==> src/rtl/core/csv_field_splitter_typer_core_macros.svh <==
// assertion macros shared by the csv splitter rtl
`ifndef CSV_FIELD_SPLITTER_TYPER_CORE_MACROS_SVH
`define CSV_FIELD_SPLITTER_TYPER_CORE_MACROS_SVH
`ifndef SYNTHESIS
// condition must hold at every clock edge outside reset
`define CSVFT_ASSERT_ALWAYS(name, clk, rst_n, cond, msg) \
    name: assert property (@(posedge clk) disable iff (!rst_n) (cond)) \
        else $error(msg);
// antecedent implies consequent in the same cycle
`define CSVFT_ASSERT_IMP(name, clk, rst_n, ante, cons, msg) \
    name: assert property (@(posedge clk) disable iff (!rst_n) (ante) |-> (cons)) \
        else $error(msg);
`else
`define CSVFT_ASSERT_ALWAYS(name, clk, rst_n, cond, msg)
`define CSVFT_ASSERT_IMP(name, clk, rst_n, ante, cons, msg)
`endif
`endif

==> src/rtl/core/csvft_pkg.sv <==
// shared types and constants of the csv field splitter
`timescale 1ns / 1ps
package csvft_pkg;

    typedef enum logic [1:0]
    {
        ACT_NONE    = 2'd0,
        ACT_CONTENT = 2'd1,
        ACT_CLOSE   = 2'd2
    } act_t;

    typedef struct packed
    {
        logic accept;
        logic load_end;
        logic load_byte;
        logic load_held;
    } csvft_cmd_t;

    typedef struct packed
    {
        logic out_free;
        act_t act;
        logic held_any;
        logic flush_last;
    } csvft_sts_t;

    localparam logic [7:0] CHAR_QUOTE = 8'h22;
    localparam logic [7:0] CHAR_SPACE = 8'h20;
    localparam logic [7:0] CHAR_TAB   = 8'h09;
    localparam logic [7:0] CHAR_CR    = 8'h0d;
    localparam logic [7:0] CHAR_LF    = 8'h0a;
    localparam logic [7:0] CHAR_MINUS = 8'h2d;
    localparam logic [7:0] CHAR_PLUS  = 8'h2b;
    localparam logic [7:0] CHAR_DOT   = 8'h2e;
    localparam logic [7:0] CHAR_COMMA = 8'h2c;
    localparam logic [7:0] CHAR_ZERO  = 8'h30;
    localparam logic [7:0] CHAR_NINE  = 8'h39;

    localparam logic [1:0] CLASS_INT  = 2'd0;
    localparam logic [1:0] CLASS_DEC  = 2'd1;
    localparam logic [1:0] CLASS_TEXT = 2'd2;

    localparam logic       REG_DELIM   = 1'b0;
    localparam logic [7:0] DELIM_RESET = 8'd44;

endpackage

==> src/rtl/core/csvft_ctrl.sv <==
// controller state machine of the csv field splitter
`timescale 1ns / 1ps
`include "csv_field_splitter_typer_core_macros.svh"
module csvft_ctrl
    import csvft_pkg::*;
(
    input  logic       clk,
    input  logic       rst_n,
    input  logic       s_valid,
    output logic       s_ready,
    input  csvft_sts_t sts,
    output csvft_cmd_t cmd
);

    typedef enum logic [1:0]
    {
        ST_IDLE,
        ST_FLUSH,
        ST_BYTE
    } state_t;

    state_t state_reg;
    state_t state_next;
    logic   accept;

    assign s_ready = (state_reg == ST_IDLE) && sts.out_free;
    assign accept  = s_valid && s_ready;

    always_comb
    begin
        cmd.accept    = accept;
        cmd.load_end  = accept && (sts.act == ACT_CLOSE);
        cmd.load_byte = (accept && (sts.act == ACT_CONTENT) && !sts.held_any)
                        || ((state_reg == ST_BYTE) && sts.out_free);
        cmd.load_held = (state_reg == ST_FLUSH) && sts.out_free;
        state_next    = state_reg;
        case (state_reg)
            ST_IDLE:
            begin
                // held whitespace goes out ahead of the new byte
                if (accept && (sts.act == ACT_CONTENT) && sts.held_any)
                begin
                    state_next = ST_FLUSH;
                end
            end
            ST_FLUSH:
            begin
                if (sts.out_free && sts.flush_last)
                begin
                    state_next = ST_BYTE;
                end
            end
            ST_BYTE:
            begin
                if (sts.out_free)
                begin
                    state_next = ST_IDLE;
                end
            end
            default:
            begin
                state_next = ST_IDLE;
            end
        endcase
    end

    always_ff @(posedge clk or negedge rst_n)
    begin
        if (!rst_n)
        begin
            state_reg <= ST_IDLE;
        end
        else
        begin
            state_reg <= state_next;
        end
    end

    `CSVFT_ASSERT_ALWAYS(a_single_load, clk, rst_n, $onehot0({cmd.load_end, cmd.load_byte, cmd.load_held}), "two result loads in one cycle")
    `CSVFT_ASSERT_IMP(a_load_needs_slot, clk, rst_n, (cmd.load_end || cmd.load_byte || cmd.load_held), sts.out_free, "result loaded over a waiting transfer")
    `CSVFT_ASSERT_IMP(a_flush_has_data, clk, rst_n, (state_reg == ST_FLUSH), sts.held_any, "flush with empty whitespace store")

endmodule

==> src/rtl/core/csvft_dp.sv <==
// datapath of the csv field splitter: field state, whitespace store, result register
`timescale 1ns / 1ps
`include "csv_field_splitter_typer_core_macros.svh"
module csvft_dp
    import csvft_pkg::*;
#(
    parameter int HELD_SPACE_DEPTH = 32,
    parameter int MAX_FIELDS       = 256
)
(
    input  logic       clk,
    input  logic       rst_n,
    input  logic       in_kind,
    input  logic [7:0] in_byte,
    input  logic [7:0] delimiter,
    input  logic       m_ready,
    input  csvft_cmd_t cmd,
    output csvft_sts_t sts,
    output logic       out_valid,
    output logic [7:0] out_byte,
    output logic       out_end,
    output logic [1:0] out_class,
    output logic [7:0] out_field,
    output logic       out_done,
    output logic       out_ovf
);

    localparam int CW = $clog2(HELD_SPACE_DEPTH + 1);
    localparam int AW = (HELD_SPACE_DEPTH > 1) ? $clog2(HELD_SPACE_DEPTH) : 1;
    localparam int FIELD_TOP_INT = ((MAX_FIELDS - 1) > 255) ? 255 : (MAX_FIELDS - 1);
    localparam logic [7:0]    FIELD_TOP = 8'(FIELD_TOP_INT);
    localparam logic [CW-1:0] DEPTH_C   = CW'(HELD_SPACE_DEPTH);

    logic          inside_quotes_reg;
    logic          quote_waiting_reg;
    logic          content_started_reg;
    logic          only_sign_reg;
    logic          point_seen_reg;
    logic          not_numeric_reg;
    logic          overflow_seen_reg;
    logic [CW-1:0] held_count_reg;
    logic [CW-1:0] fidx_reg;
    logic [CW-1:0] fidx_next;
    logic [7:0]    current_field_reg;
    logic [7:0]    pend_byte_reg;
    logic [7:0]    rd_data_reg;
    logic [7:0]    held_mem [HELD_SPACE_DEPTH];

    logic          out_valid_reg;
    logic [7:0]    out_byte_reg;
    logic          out_end_reg;
    logic [1:0]    out_class_reg;
    logic [7:0]    out_field_reg;
    logic          out_done_reg;
    logic          out_ovf_reg;

    act_t          act;
    logic          in_quote_eff;
    logic          byte_ws;
    logic          inside_next;
    logic          quote_waiting_next;
    logic          hold_wr;
    logic          ovf_set;

    logic [7:0]    emit_byte;
    logic          only_sign_next;
    logic          point_seen_next;
    logic          not_numeric_next;
    logic [1:0]    close_class;
    logic          load_any;

    assign in_quote_eff = quote_waiting_reg ? 1'b0 : inside_quotes_reg;
    assign byte_ws      = in_byte inside {CHAR_SPACE, CHAR_TAB, CHAR_CR, CHAR_LF};

    // decode of the offered item against the quote state
    always_comb
    begin
        act                = ACT_NONE;
        inside_next        = inside_quotes_reg;
        quote_waiting_next = quote_waiting_reg;
        hold_wr            = 1'b0;
        ovf_set            = 1'b0;
        if (in_kind)
        begin
            act                = ACT_CLOSE;
            inside_next        = 1'b0;
            quote_waiting_next = 1'b0;
        end
        else if (quote_waiting_reg && (in_byte == CHAR_QUOTE))
        begin
            // doubled quote gives one literal quote
            act                = ACT_CONTENT;
            quote_waiting_next = 1'b0;
        end
        else
        begin
            quote_waiting_next = 1'b0;
            inside_next        = in_quote_eff;
            if (in_byte == CHAR_QUOTE)
            begin
                if (in_quote_eff)
                begin
                    quote_waiting_next = 1'b1;
                end
                else
                begin
                    inside_next = 1'b1;
                end
            end
            else if ((in_byte == delimiter) && !in_quote_eff)
            begin
                act = ACT_CLOSE;
            end
            else if (byte_ws)
            begin
                if (content_started_reg)
                begin
                    if (held_count_reg < DEPTH_C)
                    begin
                        hold_wr = 1'b1;
                    end
                    else
                    begin
                        ovf_set = 1'b1;
                    end
                end
            end
            else
            begin
                act = ACT_CONTENT;
            end
        end
    end

    // class tracking of the byte going out
    always_comb
    begin
        if (cmd.load_held)
        begin
            emit_byte = rd_data_reg;
        end
        else if (cmd.accept)
        begin
            emit_byte = in_byte;
        end
        else
        begin
            emit_byte = pend_byte_reg;
        end
        only_sign_next   = 1'b0;
        point_seen_next  = point_seen_reg;
        not_numeric_next = not_numeric_reg;
        if (!content_started_reg && ((emit_byte == CHAR_MINUS) || (emit_byte == CHAR_PLUS)))
        begin
            only_sign_next = 1'b1;
        end
        else if ((emit_byte == CHAR_DOT) || (emit_byte == CHAR_COMMA))
        begin
            if (point_seen_reg)
            begin
                not_numeric_next = 1'b1;
            end
            point_seen_next = 1'b1;
        end
        else if ((emit_byte < CHAR_ZERO) || (emit_byte > CHAR_NINE))
        begin
            not_numeric_next = 1'b1;
        end
    end

    always_comb
    begin
        if (!content_started_reg || only_sign_reg || not_numeric_reg)
        begin
            close_class = CLASS_TEXT;
        end
        else if (point_seen_reg)
        begin
            close_class = CLASS_DEC;
        end
        else
        begin
            close_class = CLASS_INT;
        end
    end

    always_comb
    begin
        fidx_next = fidx_reg;
        if (cmd.load_byte)
        begin
            fidx_next = '0;
        end
        else if (cmd.load_held)
        begin
            fidx_next = fidx_reg + CW'(1);
        end
    end

    assign load_any = cmd.load_end || cmd.load_byte || cmd.load_held;

    always_ff @(posedge clk or negedge rst_n)
    begin
        if (!rst_n)
        begin
            inside_quotes_reg   <= 1'b0;
            quote_waiting_reg   <= 1'b0;
            content_started_reg <= 1'b0;
            only_sign_reg       <= 1'b0;
            point_seen_reg      <= 1'b0;
            not_numeric_reg     <= 1'b0;
            overflow_seen_reg   <= 1'b0;
            held_count_reg      <= '0;
            fidx_reg            <= '0;
            current_field_reg   <= '0;
            out_valid_reg       <= 1'b0;
        end
        else
        begin
            fidx_reg <= fidx_next;
            if (cmd.accept)
            begin
                inside_quotes_reg <= inside_next;
                quote_waiting_reg <= quote_waiting_next;
                if (ovf_set)
                begin
                    overflow_seen_reg <= 1'b1;
                end
                if (hold_wr)
                begin
                    held_count_reg <= held_count_reg + CW'(1);
                end
            end
            if (cmd.load_byte || cmd.load_held)
            begin
                content_started_reg <= 1'b1;
                only_sign_reg       <= only_sign_next;
                point_seen_reg      <= point_seen_next;
                not_numeric_reg     <= not_numeric_next;
            end
            if (cmd.load_byte)
            begin
                held_count_reg <= '0;
            end
            if (cmd.load_end)
            begin
                content_started_reg <= 1'b0;
                only_sign_reg       <= 1'b0;
                point_seen_reg      <= 1'b0;
                not_numeric_reg     <= 1'b0;
                overflow_seen_reg   <= 1'b0;
                held_count_reg      <= '0;
                if (in_kind)
                begin
                    current_field_reg <= '0;
                end
                else if (current_field_reg < FIELD_TOP)
                begin
                    current_field_reg <= current_field_reg + 8'd1;
                end
            end
            if (load_any)
            begin
                out_valid_reg <= 1'b1;
            end
            else if (m_ready)
            begin
                out_valid_reg <= 1'b0;
            end
        end
    end

    always_ff @(posedge clk)
    begin
        if (cmd.accept)
        begin
            pend_byte_reg <= in_byte;
        end
        if (cmd.accept && hold_wr)
        begin
            held_mem[held_count_reg[AW-1:0]] <= in_byte;
        end
        rd_data_reg <= held_mem[fidx_next[AW-1:0]];
        if (cmd.load_end)
        begin
            out_byte_reg  <= 8'd0;
            out_end_reg   <= 1'b1;
            out_class_reg <= close_class;
            out_field_reg <= current_field_reg;
            out_done_reg  <= in_kind;
            out_ovf_reg   <= overflow_seen_reg;
        end
        else if (cmd.load_byte || cmd.load_held)
        begin
            out_byte_reg  <= emit_byte;
            out_end_reg   <= 1'b0;
            out_class_reg <= CLASS_INT;
            out_field_reg <= current_field_reg;
            out_done_reg  <= 1'b0;
            out_ovf_reg   <= 1'b0;
        end
    end

    always_comb
    begin
        sts.out_free   = !out_valid_reg || m_ready;
        sts.act        = act;
        sts.held_any   = (held_count_reg != '0);
        sts.flush_last = ((fidx_reg + CW'(1)) == held_count_reg);
    end

    assign out_valid = out_valid_reg;
    assign out_byte  = out_byte_reg;
    assign out_end   = out_end_reg;
    assign out_class = out_class_reg;
    assign out_field = out_field_reg;
    assign out_done  = out_done_reg;
    assign out_ovf   = out_ovf_reg;

    `CSVFT_ASSERT_ALWAYS(a_count_bound, clk, rst_n, (held_count_reg <= DEPTH_C), "whitespace count beyond store depth")

endmodule

==> src/rtl/core/csv_field_splitter_typer_core.sv <==
// top level of the csv field splitter and typer
//
//  channel   dir   signals                              carries
//  s_axis    in    tvalid tready tdata[7:0] tuser       one line byte, or end of line
//  m_axis    out   tvalid tready tdata[23:0] tuser tlast content byte or field end
//  apb       in    psel penable pwrite paddr pwdata     delimiter_char at byte address 0
//
//  a byte that leads to one result or none, and an end of line, skip the flush
//  a non-whitespace byte behind held whitespace passes the flush and byte states:
//  the held store feeds the single result register one entry a cycle
//  reset is asynchronous, active low; the held store needs no clearing pass
//  m_axis_tready low holds the result register and with it s_axis_tready
`timescale 1ns / 1ps
module csv_field_splitter_typer_core
    import csvft_pkg::*;
#(
    parameter int HELD_SPACE_DEPTH = 32,
    parameter int MAX_FIELDS       = 256
)
(
    input  logic        clk,
    input  logic        rst_n,
    // input stream
    input  logic        s_axis_tvalid,
    output logic        s_axis_tready,
    input  logic [7:0]  s_axis_tdata,   // [7:0] data_byte
    input  logic        s_axis_tuser,   // [0] kind
    // result stream
    output logic        m_axis_tvalid,
    input  logic        m_axis_tready,
    output logic [23:0] m_axis_tdata,   // [7:0] out_byte, [9:8] field_class,
                                        // [17:10] field_number, [18] space_overflow
    output logic        m_axis_tuser,   // [0] is_field_end
    output logic        m_axis_tlast,   // line_done
    // configuration
    input  logic        psel,
    input  logic        penable,
    input  logic        pwrite,
    input  logic [2:0]  paddr,
    input  logic [31:0] pwdata,
    output logic [31:0] prdata,
    output logic        pready
);

    logic [7:0] delimiter_reg;
    logic       cfg_write;

    csvft_cmd_t cmd;
    csvft_sts_t sts;

    logic [7:0] out_byte;
    logic       out_end;
    logic [1:0] out_class;
    logic [7:0] out_field;
    logic       out_done;
    logic       out_ovf;

    // register file: one register, word index taken from paddr[2]
    assign pready    = 1'b1;
    assign cfg_write = psel && penable && pwrite && pready && (paddr[2] == REG_DELIM);

    always_ff @(posedge clk or negedge rst_n)
    begin
        if (!rst_n)
        begin
            delimiter_reg <= DELIM_RESET;
        end
        else if (cfg_write)
        begin
            delimiter_reg <= pwdata[7:0];
        end
    end

    // reads beyond the register list return zero
    always_comb
    begin
        if (paddr[2] == REG_DELIM)
        begin
            prdata = {24'd0, delimiter_reg};
        end
        else
        begin
            prdata = 32'd0;
        end
    end

    // sequencing of accepts, whitespace flushes and result loads
    csvft_ctrl u_ctrl
    (
        .clk     (clk),
        .rst_n   (rst_n),
        .s_valid (s_axis_tvalid),
        .s_ready (s_axis_tready),
        .sts     (sts),
        .cmd     (cmd)
    );

    // quote and field state, held whitespace store, class tracking, result register
    csvft_dp #(
        .HELD_SPACE_DEPTH (HELD_SPACE_DEPTH),
        .MAX_FIELDS       (MAX_FIELDS)
    ) u_dp
    (
        .clk       (clk),
        .rst_n     (rst_n),
        .in_kind   (s_axis_tuser),
        .in_byte   (s_axis_tdata),
        .delimiter (delimiter_reg),
        .m_ready   (m_axis_tready),
        .cmd       (cmd),
        .sts       (sts),
        .out_valid (m_axis_tvalid),
        .out_byte  (out_byte),
        .out_end   (out_end),
        .out_class (out_class),
        .out_field (out_field),
        .out_done  (out_done),
        .out_ovf   (out_ovf)
    );

    // result transfer packing, spare top bits held at zero
    assign m_axis_tdata = {5'd0, out_ovf, out_field, out_class, out_byte};
    assign m_axis_tuser = out_end;
    assign m_axis_tlast = out_done;

endmodule
==> config.mk <==
export PLATFORM = sky130hd
export DESIGN_NAME = csv_field_splitter_typer_core
export DESIGN_NICKNAME = d
export VERILOG_FILES = /design/src/rtl/core/csvft_pkg.sv /design/src/rtl/core/csvft_ctrl.sv /design/src/rtl/core/csvft_dp.sv /design/src/rtl/core/csv_field_splitter_typer_core.sv
export VERILOG_INCLUDE_DIRS = /design/src /design/src/rtl/core
export SDC_FILE = /design/constraint.sdc
export NUM_CORES = 1
export LEC_CHECK = 0
export BUFFER_PORTS_ARGS = -buffer_cell sky130_fd_sc_hd__buf_4
export CORE_MARGIN = 2
export CORE_UTILIZATION = 42
export CTS_CLUSTER_DIAMETER = 30
export DETAILED_ROUTE_END_ITERATION = 12
export MAX_ROUTING_LAYER = met4
export PLACE_DENSITY = 0.69
export SKIP_LAST_GASP = 1
export SYNTH_ARGS = -nofsm -noshare
export SYNTH_HDL_FRONTEND = slang
export SYNTH_SLANG_ARGS = --single-unit
==> constraint.sdc <==
create_clock -name clk -period 2.6 [get_ports clk]
set_input_delay 0.39 -clock clk [delete_from_list [all_inputs] [get_ports clk]]
set_output_delay 0.39 -clock clk [all_outputs]
set_load 0.05 [all_outputs]
# After elaboration in Yosys (flattened, before gate mapping)
# Memories as Yosys holds them, arrays and structs flattened. A register that Yosys moved wholly into a read port is not among the register bits.
# Index checks and enable logic that the tools add are counted.
# totals
register_bits	67
ramBits	256
input_bits	51
out_inout_bits	61
elab_cells	174
mem_count	1
# op_classes
add_sub_neg	3
n_lt_le_gt_ge	4
n_eq_ne	21
muxes	73
bitwise	1
reduce_logical	50
# mem_list
name	words	word_bits	rd	rd_clocked_by_memory_dff	wr	line	text
u_dp.held_mem	32	8	1	1	1	csvft_dp.sv:47	logic [7:0] held_mem [HELD_SPACE_DEPTH];
# op_table
op	count
2-to-1 mux 8 bit	7
2-to-1 mux 1 bit	49
== test 8 x 6 -> 1 bit, second input constant	6
2-to-1 mux 6 bit	6
== test 8 x 4 -> 1 bit, second input constant	3
2-to-1 mux 2 bit	10
logical AND 1 bit	16
nonzero test 2 bit	7
adder 6 x 1 -> 6 bit, second input constant	2
logical OR 1 bit	10
nonzero test 3 bit	3
adder 8 x 1 -> 8 bit, second input constant	1
== test 8 bit	1
greater-than comparator 8 x 6 -> 1 bit, second input constant	1
less-than comparator 8 x 6 -> 1 bit, second input constant	1
less-than comparator 8 bit, second input constant	1
AND reduction 2 bit	4
== test 6 bit	1
less-than comparator 6 bit, second input constant	1
inequality test 2 bit, second input constant	3
case mux 2 bit (3 select lines)	1
AND reduction 3 bit	2
nonzero test 6 bit	1
== test 2 x 1 -> 1 bit, second input constant	2
other kinds (8)	13

# Logic depth before layout (Yosys ltp)
# logic_depth
ltp_word	14
depth_mapped	13
mapped_depth_nobuf	11

# Hierarchy
# A second synthesis with hierarchy kept.
# unflattened
hier_cells	1283
hier_area_um2	15341.0
# modules_own_cells
mod	n_inst	cells_each	area_per_inst_um2	seq_area_each_um2
csvft_dp	1	1208	14542.7	9248.9
csv_field_splitter_typer_core	1	58	628.1	203.9
csvft_ctrl	1	17	170.2	50.0

# Worst setup path after synthesis
# Ideal clock, no wire load.
# synth_path
kind	register to register
from	register u_dp.out_valid_reg, in the netlist u_dp.out_valid
to	memory u_dp.held_mem[11][0] (enable)
arrival_ns	3.613
required_ns	2.230
path_slack_ns	-1.383
stages_incl_launch_ff	11
n_path_buf	2
cell_sequence	dfrtp_1 > nor2b_1 > clkbuf_1 > nor3_1 > nand2_1 > nor3_1 > nand3_1 > nor2_1 > nand2_1 > clkbuf_1 > nor2_1
# synth_via
elab_chain_cells	7
# synth_rtl
item	line	text
start, declared	csvft_dp.sv:49	logic out_valid_reg;
start signal, assigned	csvft_dp.sv:216	out_valid_reg <= 1'b0;
start signal, assigned	csvft_dp.sv:264	out_valid_reg <= 1'b1;
start signal, assigned	csvft_dp.sv:268	out_valid_reg <= 1'b0;
logical NOT 1 bit	csvft_dp.sv:306	sts.out_free = !out_valid_reg || m_ready;
logical OR 1 bit	csvft_dp.sv:306	
logical AND 1 bit	csvft_ctrl.sv:26	assign s_ready = (state_reg == ST_IDLE) && sts.out_free;
net s_axis_tready	csv_field_splitter_typer_core.sv:25	output logic s_axis_tready,
logical AND 1 bit	csvft_ctrl.sv:27	assign accept = s_valid && s_ready;
logical AND 1 bit	csvft_dp.sv:279	if (cmd.accept && hold_wr)
2-to-1 mux 1 bit	csvft_dp.sv:279	
2-to-1 mux 1 bit (implied by the code)	csvft_dp.sv:281	held_mem[held_count_reg[AW-1:0]] <= in_byte;
end, declared	csvft_dp.sv:47	
# The timed path passes the listed nets, and every way through them passes these cells.

# Final worst setup path
# layout_path
from	register u_dp.held_count_reg[3]
to	register u_dp.rd_data_reg[1], read port of u_dp.held_mem
# layout_via
elab_chain_cells	5
# layout_rtl
item	line	text
start, declared	csvft_dp.sv:41	logic [CW-1:0] held_count_reg;
start signal, assigned	csvft_dp.sv:231	held_count_reg <= held_count_reg + CW'(1);
nonzero test 6 bit	csvft_dp.sv:308	sts.held_any = (held_count_reg != '0);
logical NOT 1 bit	csvft_ctrl.sv:33	cmd.load_byte = (accept && (sts.act == ACT_CONTENT) && !sts.held_any)
logical AND 1 bit	csvft_ctrl.sv:33	
logical OR 1 bit	csvft_ctrl.sv:34	|| ((state_reg == ST_BYTE) && sts.out_free);
2-to-1 mux 6 bit	csvft_dp.sv:190	if (cmd.load_byte)
end, declared	csvft_dp.sv:46	logic [7:0] rd_data_reg;
# No other way between the ends.
# A chain may end at the register's enable or synchronous reset.

==> flow_summary.toml <==
[routing]
via_count = 9445
drcViolationCount = 0
post_drt_wl_per_cell_um = 20.3
viasPerCell = 5.42
wirelength_um = 35300
drt_iter0_drc = 829
dr.pass1.iters = 5
postRouteAntennaNets = 0

[sta]
tightest_slew_ps = 776
fin_skew_ps = 25.9
setup_viol = 8
rsz0062_at_grt = "true"
fin_crit_sh_pct = 110
finalMaxSlewViolations = 0
timing.fmax_mhz = 350
slew_headroom_pct = 47.6
hold_viol = 0
setup_tns_ps = -1520
hold_ws_ps = 69.0
setup_slack_ps = -256
fin_crit_ps = 2860

[pwr]
p_leak_nw = 6.74
power_density_nw_per_um2 = 1030
max-vdd-ir-drop_mv = 0.680
power_mw = 19.0

[synthesis]
yosysSeqAreaShare_pct = 67.5
syn_inst = 1027
yosysUniqueCellTypes = 73
synth.area.top_cells = "edfxtp_1 57%, dfrtp_1 6.2%, dfxtp_1 3.6%"
yosys.area.top_type = "edfxtp_1"
postSynthAreaPerCell_um2 = 13.7
synth_flop_cell = "edfxtp_1"
yosysWarnings = 0
yosys.area.top_type_share_pct = 57.2
netlist_area_um2 = 14100
yosys_register_bits = 331
synth-edff-count = 268
async_reset_ff_share_pct = 11.5

[finish]
stdcell_count = 1744
final_cell_mix = "268 x edfxtp_1, 197 x buf_4, 122 x nand2_1"
drive_above_1_share_pct = 33.2
diodes = 0
largest_reg_flops = 256
area_growth_pct = 30.7
nets = 1309
mostFrequentLayoutCell = "edfxtp_1"

[floorplanning]
core_um2 = 33300
fp.dieW_um = 187
floorplan.initialDensity_pct = 42.3
ioPinCount = 112
row_count = 67
dieArea_um2 = 35000
die_y_um = 187

[worst_hold_path]
hold_depth = 2
hold_class = "input pin to register"

[global_route]
grt_pass1_wl_um = 54500
grt_start_max_net_pins = 39
overflow = 0
grt_usage_pct = 20.9
grt_pass1_vias = 9474
antenna_found_initial = 0

[placement]
portBuffers = 55
dp.cells = 1638
dpl.hpwl_um = 23800
routabilityCongestion = 0.880

[worst_setup_path]
end_kind = "register"
cp_max_fo = 7
r2r_cells = 10
startpoint_type = "register"
worstSetupPathType = "register to register"
worst-endpoint-required_ps = 3050
arrival_ps = 3310

[clock_tree]
clk_pin_slew_ps = 50
clkLatencyLatePin_ps = 570
clock_sinks = 331
cts_tree = "yes"
cts.path.max_buffers = 3
cts_buffers = 52
h-tree-depth = 2
cts-root-buf = "clkbuf_16"

[job]
cap_violations = 0

[outcome]
violations = "setup timing"
status = "finished with violations"
==> metal layers <==
layer  wire length (um)  GRT usage (%)  vias to the layer above
li1                   -              -                     4333
met1              14300           25.7                     4654
met2              17400           34.0                      355
met3               2190           3.96                      103
met4               1480           9.16                        0
met5                  0              -                        -
==> Yosys cell counts (all sizes together) (9+ instances only) <==
cell type / number
edfxtp: 268
nand2: 127
nor2: 74
a21oi: 58
buf: 44
dfrtp: 35
mux2i: 31
clkbuf: 28
o21ai: 27
dfxtp: 25
inv: 19
mux2: 19
xnor2: 18
nor3: 17
a221oi: 16
mux4: 16
nor2b: 13
xor2: 13
a211oi: 11
a31oi: 11
nand3: 11
o211ai: 11
nand2b: 10
o31a: 9
==> kinds of logic after synthesis <==
logic type / share of synthesized area [%]
fa+ha+maj: 0.533
xor+xnor: 2.04
mux: 6.28
compound gates: 10.6
buf+inv: 3.50
flops: 67.5
simple gates: 9.47
other cells: 0.0533
==> where the power goes <==
part | internal [mW] | switching (mW)
logic | 2.50 | 3.31
clock network | 4.28 | 2.58
registers | 6.09 | 0.255
total | 12.9 | 6.14
==> path summary, 6_finish.rpt <==
check / startpoint / slack, ps / to
worst max-delay path: u_dp.held_count_reg[3] / -260 / u_dp.rd_data_reg[1]
worst min-delay path: pwdata[7] / 70 / delimiter_reg[7]
worst max register to register: u_dp.held_count_reg[3] / -260 / u_dp.rd_data_reg[1]
worst min register to register: u_dp.out_end / 450 / u_dp.out_end
max in group asynchronous: rst_n / 1840 / u_dp.out_valid
min in group asynchronous: rst_n / 360 / u_dp.only_sign_reg
==> stage by stage <==
step	setup WS (ps)	instance area, um2	utilization [%]
global placement	-519	16400	49.4
floorplan	-259	14600	-
global route	-314	18400	55.3
detailed placement	-560	16400	49.4
finish	-256	18400	55.3
CTS	-335	18300	55.0
==> timing repair <==
action	4_1_cts	5_1_grt
gates resized for setup	9	11
hold endpoints to repair	35	0
endpoints found under the setup margin	40	149
setup buffers	5	3
hold buffers	1	0
pin swaps	11	8
==> critical path: stages, from the launching register on <==
cell       delay (ps)
dfrtp_1           380
or3_4             410
nor3b_4           220
a21oi_2            90
or3_4             450
o21ai_4           190
buf_12            150
a2bb2oi_4         170
a31oi_1            90
o31a_1            360
o22a_1            230
==> area by class of cell <==
class,instances,area [um2]
clock buffers,59,1370
clock inverters,39,405
fillers,2614,14900
inverters,20,75.1
multi-input cells,632,4650
flip-flops and latches,331,9500
well taps,448,561
repair buffers,215,1830
Note: power is estimated with default switching activity, not from simulation.
